--- src/hw/rtl/palette_hash_indexer_core_defines.svh ---
// Assertion helpers used by the palette indexer datapath RTL.
// Define ASSERT_OFF to compile the checks out.
`ifndef PALETTE_HASH_INDEXER_CORE_DEFINES_SVH
`define PALETTE_HASH_INDEXER_CORE_DEFINES_SVH
`ifndef ASSERT_OFF
`define PHI_ASSERT(lbl, clk, rstn, prop) \
  lbl: assert property (@(posedge clk) disable iff (!rstn) (prop)) \
    else $error("palette indexer check failed");
`define PHI_ASSERT_NEXT(lbl, clk, rstn, ante, cons) \
  lbl: assert property (@(posedge clk) disable iff (!rstn) (ante) |=> (cons)) \
    else $error("palette indexer check failed");
`else
`define PHI_ASSERT(lbl, clk, rstn, prop)
`define PHI_ASSERT_NEXT(lbl, clk, rstn, ante, cons)
`endif
`endif

--- src/hw/rtl/phi_pkg.sv ---
`timescale 1ns / 1ps
package phi_pkg;

  localparam int unsigned PIXEL_W    = 32;
  localparam int unsigned COLOR_W    = 24;
  localparam int unsigned IDX_W      = 9;
  localparam int unsigned ENTRY_W    = IDX_W + COLOR_W;
  localparam int unsigned SLOT_W     = 10;
  localparam int unsigned OP_W       = 2;
  localparam int unsigned IN_DATA_W  = 48;
  localparam int unsigned OUT_DATA_W = 48;
  localparam int unsigned OUT_PAD_W  = OUT_DATA_W - (2 * IDX_W + COLOR_W + 3);

  localparam logic [PIXEL_W-1:0] MARKER_PIXEL = 32'hFFFE_FEFE;
  localparam logic [IDX_W-1:0]   FIRST_INDEX  = 9'd1;

  typedef enum logic [OP_W-1:0] {
    OP_CLEAR  = 2'd0,
    OP_INSERT = 2'd1,
    OP_LOOKUP = 2'd2,
    OP_READ   = 2'd3
  } op_e;

  typedef struct packed {
    logic capture;
    logic flags_reset;
    logic clr_step;
    logic mod_start;
    logic pos_load;
    logic rd_probe;
    logic rd_slot;
    logic probe_adv;
    logic ins_write;
    logic set_found;
    logic set_slot;
    logic out_load;
  } cmd_t;

  typedef struct packed {
    op_e  op;
    logic mod_busy;
    logic clr_last;
    logic entry_empty;
    logic color_match;
    logic step_zero;
    logic full;
    logic slot_in_range;
    logic out_free;
  } status_t;

endpackage

--- src/hw/rtl/phi_ctrl.sv ---
`timescale 1ns / 1ps
module phi_ctrl (
  input  logic             clk_i,
  input  logic             rst_ni,
  input  logic             in_valid_i,
  input  phi_pkg::op_e     in_op_i,
  output logic             in_ready_o,
  input  phi_pkg::status_t sts_i,
  output phi_pkg::cmd_t    cmd_o
);
  import phi_pkg::*;

  typedef enum logic [2:0] {
    S_CLEAR,
    S_IDLE,
    S_HOME,
    S_PROBE_RD,
    S_PROBE_CHK,
    S_SLOT_RD,
    S_SLOT_CHK,
    S_DONE
  } state_e;

  state_e state_q, state_d;
  logic   reply_q, reply_d;

  always_comb begin
    state_d    = state_q;
    reply_d    = reply_q;
    cmd_o      = '0;
    in_ready_o = 1'b0;
    unique case (state_q)
      S_CLEAR: begin
        cmd_o.clr_step = 1'b1;
        if (sts_i.clr_last) begin
          // the sweep after reset answers nothing; a clear request does
          state_d = reply_q ? S_DONE : S_IDLE;
          reply_d = 1'b0;
        end
      end
      S_IDLE: begin
        in_ready_o = 1'b1;
        if (in_valid_i) begin
          cmd_o.capture = 1'b1;
          unique case (in_op_i)
            OP_CLEAR: begin
              cmd_o.flags_reset = 1'b1;
              reply_d           = 1'b1;
              state_d           = S_CLEAR;
            end
            OP_INSERT: begin
              if (sts_i.full) begin
                state_d = S_DONE;
              end else begin
                cmd_o.mod_start = 1'b1;
                state_d         = S_HOME;
              end
            end
            OP_LOOKUP: begin
              cmd_o.mod_start = 1'b1;
              state_d         = S_HOME;
            end
            OP_READ: begin
              state_d = S_SLOT_RD;
            end
          endcase
        end
      end
      S_HOME: begin
        if (!sts_i.mod_busy) begin
          cmd_o.pos_load = 1'b1;
          state_d        = S_PROBE_RD;
        end
      end
      S_PROBE_RD: begin
        cmd_o.rd_probe = 1'b1;
        state_d        = S_PROBE_CHK;
      end
      S_PROBE_CHK: begin
        priority if (sts_i.entry_empty) begin
          if (sts_i.op == OP_INSERT) begin
            cmd_o.ins_write = 1'b1;
          end
          state_d = S_DONE;
        end else if (sts_i.color_match) begin
          cmd_o.set_found = 1'b1;
          state_d         = S_DONE;
        end else if (sts_i.step_zero) begin
          state_d = S_DONE;
        end else begin
          cmd_o.probe_adv = 1'b1;
          state_d         = S_PROBE_RD;
        end
      end
      S_SLOT_RD: begin
        cmd_o.rd_slot = 1'b1;
        state_d       = S_SLOT_CHK;
      end
      S_SLOT_CHK: begin
        if (sts_i.slot_in_range && !sts_i.entry_empty) begin
          cmd_o.set_slot = 1'b1;
        end
        state_d = S_DONE;
      end
      S_DONE: begin
        if (sts_i.out_free) begin
          cmd_o.out_load = 1'b1;
          state_d        = S_IDLE;
        end
      end
    endcase
  end

  always_ff @(posedge clk_i or negedge rst_ni) begin
    if (!rst_ni) begin
      state_q <= S_CLEAR;
      reply_q <= 1'b0;
    end else begin
      state_q <= state_d;
      reply_q <= reply_d;
    end
  end

endmodule

--- config.mk ---
export PLATFORM = sky130hd
export DESIGN_NAME = phi_ctrl
export DESIGN_NICKNAME = d
export VERILOG_FILES = /design/src/hw/rtl/palette_hash_indexer_core_defines.svh /design/src/hw/rtl/phi_pkg.sv /design/src/hw/rtl/phi_ctrl.sv
export SDC_FILE = /design/constraint.sdc
export NUM_CORES = 1
export LEC_CHECK = 0
export BUFFER_PORTS_ARGS = -buffer_cell sky130_fd_sc_hd__buf_2
export CAP_MARGIN = 20
export CORE_AREA = 2 2 39 41
export CTS_CLUSTER_SIZE = 14
export DETAILED_ROUTE_END_ITERATION = 16
export DIE_AREA = 0 0 41 43
export PLACE_DENSITY = 0.74
export SETUP_SLACK_MARGIN = 0.3
export SYNTH_ARGS = -nofsm -noshare
export SYNTH_HDL_FRONTEND = slang
export SYNTH_SLANG_ARGS = --single-unit
--- constraint.sdc ---
create_clock -name clk_i -period 1.7 [get_ports clk_i]
set_input_delay 0.17 -clock clk_i [delete_from_list [all_inputs] [get_ports clk_i]]
set_output_delay 0.17 -clock clk_i [all_outputs]
set_load 0.005 [all_outputs]
; ---- After elaboration in Yosys (flattened, before gate mapping)
; Cells that the tools add are included.
[classes]
div = 0
add_sub_neg = 0
eq_ne = 16
order_cmp = 0
shift = 0
reduce_logical = 7
bitwise = 0
multipliers = 0
muxes = 40
[op_table]
columns = operator, n
row1 = 3-bit two-way mux, 10
row2 = 1-bit two-way mux, 24
row3 = 3-bit case mux with 8 select lines, 1
row4 = "3-bit equality test, second input constant", 4
row5 = 3-bit case mux with 4 select lines, 1
row6 = "2-bit != test, second input constant", 4
row7 = 4-bit AND reduction, 2
row8 = "3-bit by 2-bit equality test with 1-bit output, second input constant", 2
row9 = "2-bit by 1-bit equality test with 1-bit output, second input constant", 2
row10 = "2-bit equality test, second input constant", 2
row11 = 2-bit two-way mux, 2
row12 = 1-bit case mux with 2 select lines, 2
row13 = "3-bit by 1-bit equality test with 1-bit output, second input constant", 1
row14 = 3-bit zero test, 1
row15 = 2-bit zero test, 1
row16 = "2-bit by 1-bit != test with 1-bit output, second input constant", 1
row17 = 2-bit nonzero test, 1
row18 = 1-bit logical AND, 1
row19 = 1-bit zero test, 1
[totals]
n_memories = 0
romBits = 0
mem_bits_rw = 0
latch_bits = 0
word_cells = 65
register_bits = 4

; ---- Longest topological paths before layout
; Gate-level depths: netlist of the first run.
[depth]
word_depth = 4
ltp_mapped = 6
mapped_depth_nobuf = 6

; ---- Worst setup path before layout of the first run
; No wires, ideal clock.
[synth_path]
path_kind = reg2reg
from = register state_q[0]
to = register state_q[2]
path_slack_ps = 391
setup_time_ps = 121
stages_incl_launch_ff = 6
synth_period_minus_slack_ps = 1309
t_arrival_ps = 1188
path_cell_list = dfrtp_1 -> buf_4 -> mux2i_2 -> a211oi_4 -> o31ai_1 -> o22a_1
[synth_between]
elab_chain_cells = 3
elab_cells_between_ends = 14
[synth_rtl]
columns = item, line_no
row1 = "start, declared", phi_ctrl.sv:24  ; state_e state_q, state_d;
row2 = "start signal, assigned", phi_ctrl.sv:119  ; state_q <= state_d;
row3 = 3-bit by 2-bit equality test with 1-bit output (tied with other cells), phi_ctrl.sv:32  ; unique case (state_q)
row4 = 2-bit != test (no line), n/a
row5 = 4-bit AND reduction (no line), n/a
; Parallel ways exist; a longest one is shown, timed or not.
; A chain may end at the register's enable or synchronous reset.

; ---- Final worst setup path of the first run
; Ends and elaborated chain as after synthesis.

==> results of run 1 <==
[critical path, stage by stage (launching register included)]
cell      delay (ps)
dfrtp_2          440
buf_6            120
and4bb_4         220
a211oi_4         300
o31ai_2          120
o22a_1           180
[logic make-up after synthesis]
kind of cell,count (synthesis),synth area share (%)
and+or+nand+nor,33,36.1
AOI/OAI and AO/OA,15,22.5
buffers and inverters,10,9.68
adders and majority gates,4,9.69
DFF,4,19.4
muxes,1,2.66
[worst max-delay path by stage]
| stage | start | to | slack (ps) | cells after the start |
|---|---|---|---|---|
| floorplan | state_q[0] | state_q[2] | 390 | 5 |
| CTS | state_q[2] | state_q[2] | 230 | 5 |
| global placement | state_q[0] | state_q[2] | 180 | 4 |
| global route | state_q[0] | state_q[2] | 150 | 5 |
| finish | state_q[0] | state_q[2] | 200 | 5 |
| detailed placement | state_q[0] | state_q[2] | 110 | 4 |
[metrics by stage]
step / instance area (sq um) / std cells / hold slack, ps / util [%]
2_1_floorplan: 517 / 67 / -126 / -
3_3_place_gp: 659 / 107 / -20.6 / 47.6
3_5_place_dp: 659 / 107 / -19.1 / 47.6
4_1_cts: 772 / 119 / 231 / 55.8
5_1_grt: 902 / 125 / 260 / 65.2
6_report: 902 / 125 / 267 / 65.2
[timing repair]
| item | in CTS | in global routing |
|---|---|---|
| hold buffers | 1 | 0 |
| hold endpoints to repair | 4 | 0 |
| resized for setup | 8 | 22 |
| buffers inserted | 8 | 6 |
| setup endpoints to repair | 16 | 14 |
| pin swaps | 2 | 9 |
[layout make-up]
class / instances / area [sq um] / area share (%)
multi-input cells: 53 / 438 / 48.5
repair buffers: 45 / 303 / 33.6
flip-flops and latches: 4 / 104 / 11.5
clock buffers: 3 / 22.5 / 2.50
well taps: 16 / 20.0 / 2.22
inverters: 4 / 15.0 / 1.66
[cells in the mapped netlist, drive strengths merged, types with 2 or more instances]
library cell,n
a211oi,2
nor3,4
ha,4
and3,2
inv,4
buf,6
nor2b,2
dfrtp,4
nor2,9
a21oi,6
nand2b,2
nor4,2
nand2,5
[state kept, by name, summed over array words and instances (netlist names)]
signal,cells
state_q,3
reply_q,1
[power breakdown]
part	internal (mW)	switching (mW)
Sequential	0.153	0.104
Combinational	0.594	0.495
Clock	0.0791	0.0417
Total	0.826	0.641
[metal layers]
layer / up-vias / part of all wire [%] / global-route usage [%]
met5: - / 0 / 0
met4: 0 / 0 / 4.00
met3: 0 / 5.4 / 7.85
met2: 19 / 57 / 31.3
met1: 303 / 38 / 23.3
li1: 326 / - / -
==> flow_summary_export.csv, run 1 <==
group,metric,value,unit
timing,finalHoldViolCount,0,
clock_tree,cts_root_buf,"clkbuf_4",
yosys,ys_ff_latch,4,
global_routing,grt_pass1_wl,2330,um
power_and_ir_drop,powerDensity,1630,nW/um^2
power_and_ir_drop,p_leak,0.463,nW
timing,max_freq,0.664,GHz
yosys,synth_top_area_share,19.4,%
routing,post-route-drc-count,0,
placed_design,post-place-ws,107,ps
floorplanning,die_x,41,um
worst_setup_path,reg2reg_to,"state_q[2]",
floorplanning,rows,14,
placed_design,gp_congestion,0.792,
floorplanning,die_area,1760,sq um
routing,routed_via_density,5.18,
routing,ant_nets,0,
yosys,synth_edf_count,0,
finish,layout_commonest_cell,"buf_2",
routing,vias,648,
clock_tree,cts.sinks,4,
timing,maxSlewViolCount,0,
yosys,async_flop_share,100,%
finish,nNetsFinal,130,
clock_tree,h-tree-depth,1,
yosys,syn_area_per_cell,7.71,sq um
floorplanning,start_util,37.3,%
yosys,synthesis.nets,86,
clock_tree,path_clk_slew,40,ps
yosys,synth_cells,67,
routing,wire_per_inst,13.4,um
power_and_ir_drop,power,1.47,mW
global_routing,grt_max_degree,14,
floorplanning,core,1380,sq um
power_and_ir_drop,ir_worst_vdd,932,uV
yosys,synth_seq_area_share,19.4,%
finish,antenna_cells,0,
global_routing,track_usage,19.4,%
yosys,yosys-top-cells-area,"dfrtp_1 19%, ha_1 9.7%, nor2_1 6.5%",
yosys,synth_top_cell_by_area,"dfrtp_1",
timing,tightestPinTransition,314,ps
timing,finalCritPeriodShare,88.5,%
finish,area_delta_synth_final,74.6,%
clock_tree,cts_buffers,3,
yosys,syn_area,517,sq um
worst_setup_path,rrSetupSlack,200,ps
worst_setup_path,cp.arrival,1620,ps
routing,dr.pass1.iters,4,
clock_tree,cts_tree,"yes",
worst_setup_path,worst_setup_path_start_kind,"flop",
yosys,synth.distinct_cells,30,
timing,setup_tns,0,ps
worst_setup_path,cp_max_fo,6,
worst_setup_path,crit_required,1820,ps
worst_setup_path,critical_path_class,"reg -> reg",
clock_tree,clk_latency,240,ps
finish,final_cell_mix,"27 x buf_2, 9 x buf_4, 8 x buf_6",
finish,drive_above_1_share,59.6,%
outcome,outcome,"finished, final reports clean",
routing,routed_wl,1680,um
run,maxCapViolations,0,
worst_setup_path,r2r_start,"state_q[0]",
placed_design,io_buffers,27,
timing,rsz0062_at_grt,"yes",
floorplanning,die_h,43,um
timing,period_minus_slack,1500,ps
timing,setup_viol,0,
yosys,synth_ff_type,"dfrtp_1",
worst_setup_path,rr_worst_depth,5,
global_routing,grt_pass1_vias,562,
timing,final.setup.worst_slack,195,ps
floorplanning,ios,28,
global_routing,grt.overflow.total,0,
yosys,yosys_warnings,0,
clock_tree,ctsLongestPathBuffers,2,
routing,dr.first_iter.drc_count,14,
worst_setup_path,endpoint_kind,"flop",
worst_hold_path,hold_path_class,"in -> async",
placed_design,dpl.hpwl,1050,um
global_routing,grt_antenna_before_repair,0,
timing,slew_headroom,78.6,%
timing,fin_skew,7.14,ps
finish,fillCellCount,119,
Power figures use the tool's default switching activity.
==> run 2: changes to the inputs <==
REMOVE_ABC_BUFFERS = 1   (was default)
SETUP_SLACK_MARGIN = default   (was 0.3)
==> run 2 against run 1 <==
- register-to-register slack is essentially flat
- sequential share of layout area rose by 3.2 points
- non-clock buffer count fell by 15
- clock-buffer cell count did not move
- die area stayed put
- setup slack got worse by 100 ps
- core utilization shrank 15 points
- sequential power increased by 8.6%
- critical path depth fell by 1
- global-route usage fell by 4.7 points
- critical path type is now reg -> out
- critical endpoint is now cmd_o[8]
- highest routed layer is now met4
==> flow_summary_export.csv, run 2 (synthesis gave the netlist of run 1 again) <==
group,metric,value,unit
routing,ant_nets,0,
placed_design,io_buffers,27,
global_routing,grt_pass1_wl,1790,um
placed_design,placed_area,652,sq um
finish,stdcell_area,688,sq um
clock_tree,cts_tree,"yes",
finish,final_cell_mix,"27 x buf_2, 8 x nor2_1, 6 x a21oi_1",
floorplanning,start_util,37.3,%
worst_setup_path,max_stage_delay,510,ps
worst_setup_path,critical_path_class,"reg -> out",
routing,routed_wl,1220,um
global_routing,grt_pass1_vias,450,
timing,rsz0062_at_grt,"no",
clock_tree,cts_setup_buffers,0,
routing,routed_via_density,5.24,
clock_tree,cts.sinks,4,
routing,dr.first_iter.drc_count,5,
placed_design,gp_congestion,0.787,
finish,reg.largest.list,"state_q x3, reply_q x1",
clock_tree,ctsLongestPathBuffers,2,
timing,period_minus_slack,1610,ps
worst_setup_path,critPathSlowestCell,"dfrtp_2",
finish,stdcell_count,110,
finish,area_delta_synth_final,33.2,%
global_routing,grt_max_degree,20,
global_routing,grt.overflow.total,0,
timing,tightestPinTransition,394,ps
timing,setup_viol,0,
finish,drive_above_1_share,39.4,%
clock_tree,cts_root_buf,"clkbuf_4",
routing,dr.pass1.iters,4,
finish,largest_reg_flops,3,
timing,maxSlewViolCount,0,
routing,wire_per_inst,11.1,um
routing,post-route-drc-count,0,
worst_setup_path,cp.arrival,1440,ps
outcome,outcome,"finished, final reports clean",
worst_hold_path,hold_path_class,"in -> async",
routing,vias,576,
timing,slew_headroom,73.7,%
timing,hold_ws,258,ps
finish,nNetsFinal,115,
worst_setup_path,worst_setup_path_start_kind,"flop",
clock_tree,cts_buffers,3,
power_and_ir_drop,p_leak,0.369,nW
floorplanning,die_area,1760,sq um
finish,layout_commonest_cell,"buf_2",
timing,setup_tns,0,ps
power_and_ir_drop,ir_worst_vdd,811,uV
worst_setup_path,endpoint_kind,"output pin",
run,maxCapViolations,0,
floorplanning,core,1380,sq um
power_and_ir_drop,power,0.968,mW
floorplanning,die_x,41,um
worst_setup_path,crit_required,1530,ps
placed_design,dpl.hpwl,966,um
global_routing,grt_antenna_before_repair,0,
finish,largest_register,"state_q",
timing,fin_skew,5.39,ps
clock_tree,path_clk_slew,40,ps
finish,antenna_cells,0,
timing,max_freq,0.622,GHz
worst_setup_path,path_cells,"nor2_2 -> and3_1 -> o211a_1 -> buf_2",
clock_tree,clk_latency,240,ps
worst_setup_path,cp_max_fo,19,
global_routing,track_usage,14.7,%
floorplanning,rows,14,
clock_tree,h-tree-depth,1,
placed_design,place_inst,106,
floorplanning,die_h,43,um
timing,finalHoldViolCount,0,
floorplanning,ios,28,
power_and_ir_drop,powerDensity,1410,nW/um^2
timing,finalCritPeriodShare,94.5,%
## run 2: cell types whose count changed in the layout (fill, tap and decap cells not counted), moves of 2 or more
cell / before / now
nor4_1: 0 / 2
nor2_4: 2 / 0
buf_4: 9 / 2
dfrtp_2: 3 / 1
dfrtp_1: 1 / 3
buf_6: 8 / 0
nor3_2: 3 / 0
nor3_1: 1 / 4
## run 2: worst paths after layout
| kind | from | end | slack (ps) | cells after the start |
|---|---|---|---|---|
| min in group clk_i | sts_i[7] | state_q[1] | 290 | 3 |
| max | state_q[1] | cmd_o[8] | 90 | 4 |
| max in group asynchronous | rst_ni | state_q[1] | 1320 | 2 |
| min | rst_ni | reply_q | 260 | 2 |
| max reg2reg | state_q[0] | state_q[2] | 210 | 4 |
| min reg2reg | reply_q | reply_q | 580 | 2 |
## run 2: power by group
| group | switching [mW] | internal [mW] |
|---|---|---|
| logic | 0.285 | 0.284 |
| registers | 0.131 | 0.147 |
| clock network | 0.0412 | 0.0791 |
## run 2: through the flow
step | util, % | worst slack (ps)
finish | 49.7 | 93.1
global placement | 47.1 | 225
global route | 49.7 | 1.19
CTS | 49.5 | 24.2
floorplan | - | 253
detailed placement | 47.1 | 174
## run 2: critical path: cells and delay by family, from the launching register on
kind / cells / cell delay (ps)
and+or+nand+nor: 2 / 420
DFF: 1 / 510
buffers and inverters: 1 / 100
AOI/OAI and AO/OA: 1 / 150
## run 2: routing by layer
layer	up-vias	wire length, um	GRT usage [%]
met2	29	517	21.9
met3	4	115	4.71
met4	0	31	8.00
met5	-	0	0
li1	295	-	-
met1	248	557	17.9
## run 2: timing repair
action,4_1_cts,5_1_grt
hold endpoints to repair,4,0
resized for setup,1,1
hold buffers,1,0
endpoints found under the setup margin,2,2
## run 2: final cells by class
| cell class | count | area [sq um] |
|---|---|---|
| multi-input cells | 53 | 369 |
| fillers | 148 | 696 |
| well taps | 16 | 20.0 |
| flip-flops and latches | 4 | 101 |
| clock buffers | 3 | 22.5 |
| repair buffers | 30 | 160 |
| inverters | 4 | 15.0 |
==> run 3: changes to the inputs <==
CELL_PAD_IN_SITES_DETAIL_PLACEMENT = 2   (was default)
CELL_PAD_IN_SITES_GLOBAL_PLACEMENT = 2   (was default)
CORE_AREA = default   (was 2 2 39 41)
CORE_UTILIZATION = 22   (was default)
DIE_AREA = default   (was 0 0 41 43)
PLACE_DENSITY = 0.79   (was 0.74)
SLEW_MARGIN = 0   (was default)
==> run 3 against run 2 <==
- sequential share of layout area fell by 0.17 points
- clock skew down 2.2 ps
- die area up 44%
- power is 5.4% higher
- cell count is 12% higher
- setup slack lost 1.2 ps
- cell area up 3.6%
- critical path depth is the same
- wire length up 34%
- fmax about the same
- flip-flop and latch count is the same
- global-route usage increased by 0.25 points
- critical path type unchanged
- largest cell class unchanged
==> flow_summary_export.csv, run 3 (synthesis gave the netlist of run 1 again) <==
group,metric,value,unit
worst_setup_path,path_cells,"nor2_2 -> and3_1 -> o211a_1 -> buf_2",
power_and_ir_drop,ir_worst_vdd,420,uV
finish,fillCellCount,280,
finish,largest_register,"state_q",
finish,final_cell_mix,"27 x buf_2, 8 x nor2_1, 6 x a21oi_1",
floorplanning,die_area,2550,sq um
routing,dr.pass1.iters,3,
timing,maxSlewViolCount,0,
placed_design,post-place-ws,62.6,ps
floorplanning,die_x,50.5,um
finish,area_delta_synth_final,38.0,%
global_routing,grt_antenna_before_repair,0,
routing,routed_wl,1640,um
clock_tree,cts.sinks,4,
timing,period_minus_slack,1610,ps
global_routing,grt_pass1_vias,647,
finish,stdcell_count,123,
timing,final.setup.worst_slack,91.9,ps
worst_setup_path,cp_max_fo,17,
timing,fin_skew,3.20,ps
placed_design,place_inst,119,
finish,nNetsFinal,116,
floorplanning,core,2210,sq um
power_and_ir_drop,powerDensity,1430,nW/um^2
timing,slew_headroom,79.4,%
routing,dr.first_iter.drc_count,6,
finish,reg.largest.list,"state_q x3, reply_q x1",
worst_setup_path,endpoint_kind,"output pin",
routing,vias,601,
global_routing,grt_max_degree,18,
timing,setup_viol,0,
timing,tightestPinTransition,302,ps
routing,routed_via_density,4.89,
worst_setup_path,rrSetupSlack,230,ps
finish,largest_reg_flops,3,
timing,setup_tns,0,ps
power_and_ir_drop,p_leak,0.373,nW
worst_setup_path,max_stage_delay,510,ps
clock_tree,ctsLongestPathBuffers,2,
clock_tree,clk_latency,240,ps
timing,max_freq,0.622,GHz
outcome,outcome,"finished, final reports clean",
run,maxCapViolations,0,
placed_design,placed_area,674,sq um
clock_tree,cts_tree,"yes",
routing,post-route-drc-count,0,
global_routing,grt.overflow.total,0,
finish,final_util,32.2,%
routing,ant_nets,0,
timing,finalHoldViolCount,0,
worst_setup_path,critPathSlowestCell,"dfrtp_2",
routing,wire_per_inst,13.3,um
floorplanning,start_util,23.4,%
worst_setup_path,critical_path_class,"reg -> out",
worst_setup_path,crit_required,1530,ps
global_routing,track_usage,15.0,%
floorplanning,rows,17,
placed_design,gp_congestion,0.651,
finish,antenna_cells,0,
floorplanning,die_h,50.5,um
finish,stdcell_area,713,sq um
worst_setup_path,worst_setup_path_start_kind,"flop",
clock_tree,h-tree-depth,1,
finish,drive_above_1_share,42.1,%
worst_hold_path,hold_path_class,"in -> async",
clock_tree,cts_buffers,3,
finish,layout_commonest_cell,"buf_2",
floorplanning,ios,28,
placed_design,dpl.hpwl,1320,um
clock_tree,path_clk_slew,40,ps
timing,rsz0062_at_grt,"no",
clock_tree,cts_root_buf,"clkbuf_4",
global_routing,grt_pass1_wl,2860,um
worst_setup_path,cp.arrival,1440,ps
placed_design,io_buffers,27,
worst_setup_path,critical-path-top-delay-family,"flip-flops",
worst_setup_path,crit_buf_inv,1,
timing,finalCritPeriodShare,94.6,%
run 3: changes by cell type in the layout (fill, tap and decap cells not counted):
cell | before | now
dfrtp_1 | 3 | 1
dfrtp_2 | 1 | 3
buf_4 | 2 | 3
run 3: power by group:
| part | internal (mW) | switching [mW] |
|---|---|---|
| Clock | 0.0793 | 0.0435 |
| Combinational | 0.297 | 0.283 |
| Sequential | 0.152 | 0.167 |
| Total | 0.528 | 0.493 |
run 3: worst paths after layout:
kind	startpoint	to	cells past startpoint
max	state_q[1]	cmd_o[8]	4
min	rst_ni	state_q[0]	2
max reg2reg	state_q[0]	state_q[2]	4
min reg2reg	reply_q	reply_q	2
max in group asynchronous	rst_ni	state_q[1]	2
min in group clk_i	sts_i[7]	state_q[1]	3
run 3: worst reg2reg max path, stage by stage, from the launching register on:
cell      delay (ps)
dfrtp_2          510
mux2i_2          230
a211oi_4         320
o31ai_1          120
o22a_1           170
run 3: routing by layer:
layer  global-route usage (%)  part of all wire (%)  up-vias
li1                         -                     -      297
met1                     16.3                    40      277
met2                     27.6                    52       25
met3                     2.73                   6.3        2
met4                     6.94                  0.85        0
met5                        0                     0        -
run 3: per-stage QoR:
stage | total power [mW] | hold slack [ps]
global route | 1.13 | 291
detailed placement | 0.894 | -19.6
CTS | 1.02 | 261
global placement | 0.861 | -24.6
floorplan | 0.632 | -126
finish | 1.02 | 286
run 3: cell type report:
type	count	area [sq um]	share of cell area [%]
multi-input cells	53	369	51.8
repair buffers	31	168	23.5
flip-flops and latches	4	104	14.6
well taps	28	35.0	4.91
clock buffers	3	22.5	3.16
inverters	4	15.0	2.11
run 3: timing repair:
| item | in CTS | in global routing |
|---|---|---|
| hold buffers | 1 | 0 |
| buffers inserted | 0 | 0 |
| endpoints found under the setup margin | 2 | 8 |
| resized for setup | 1 | 3 |
| hold endpoints to repair | 4 | 0 |
| gates cloned | 0 | 0 |
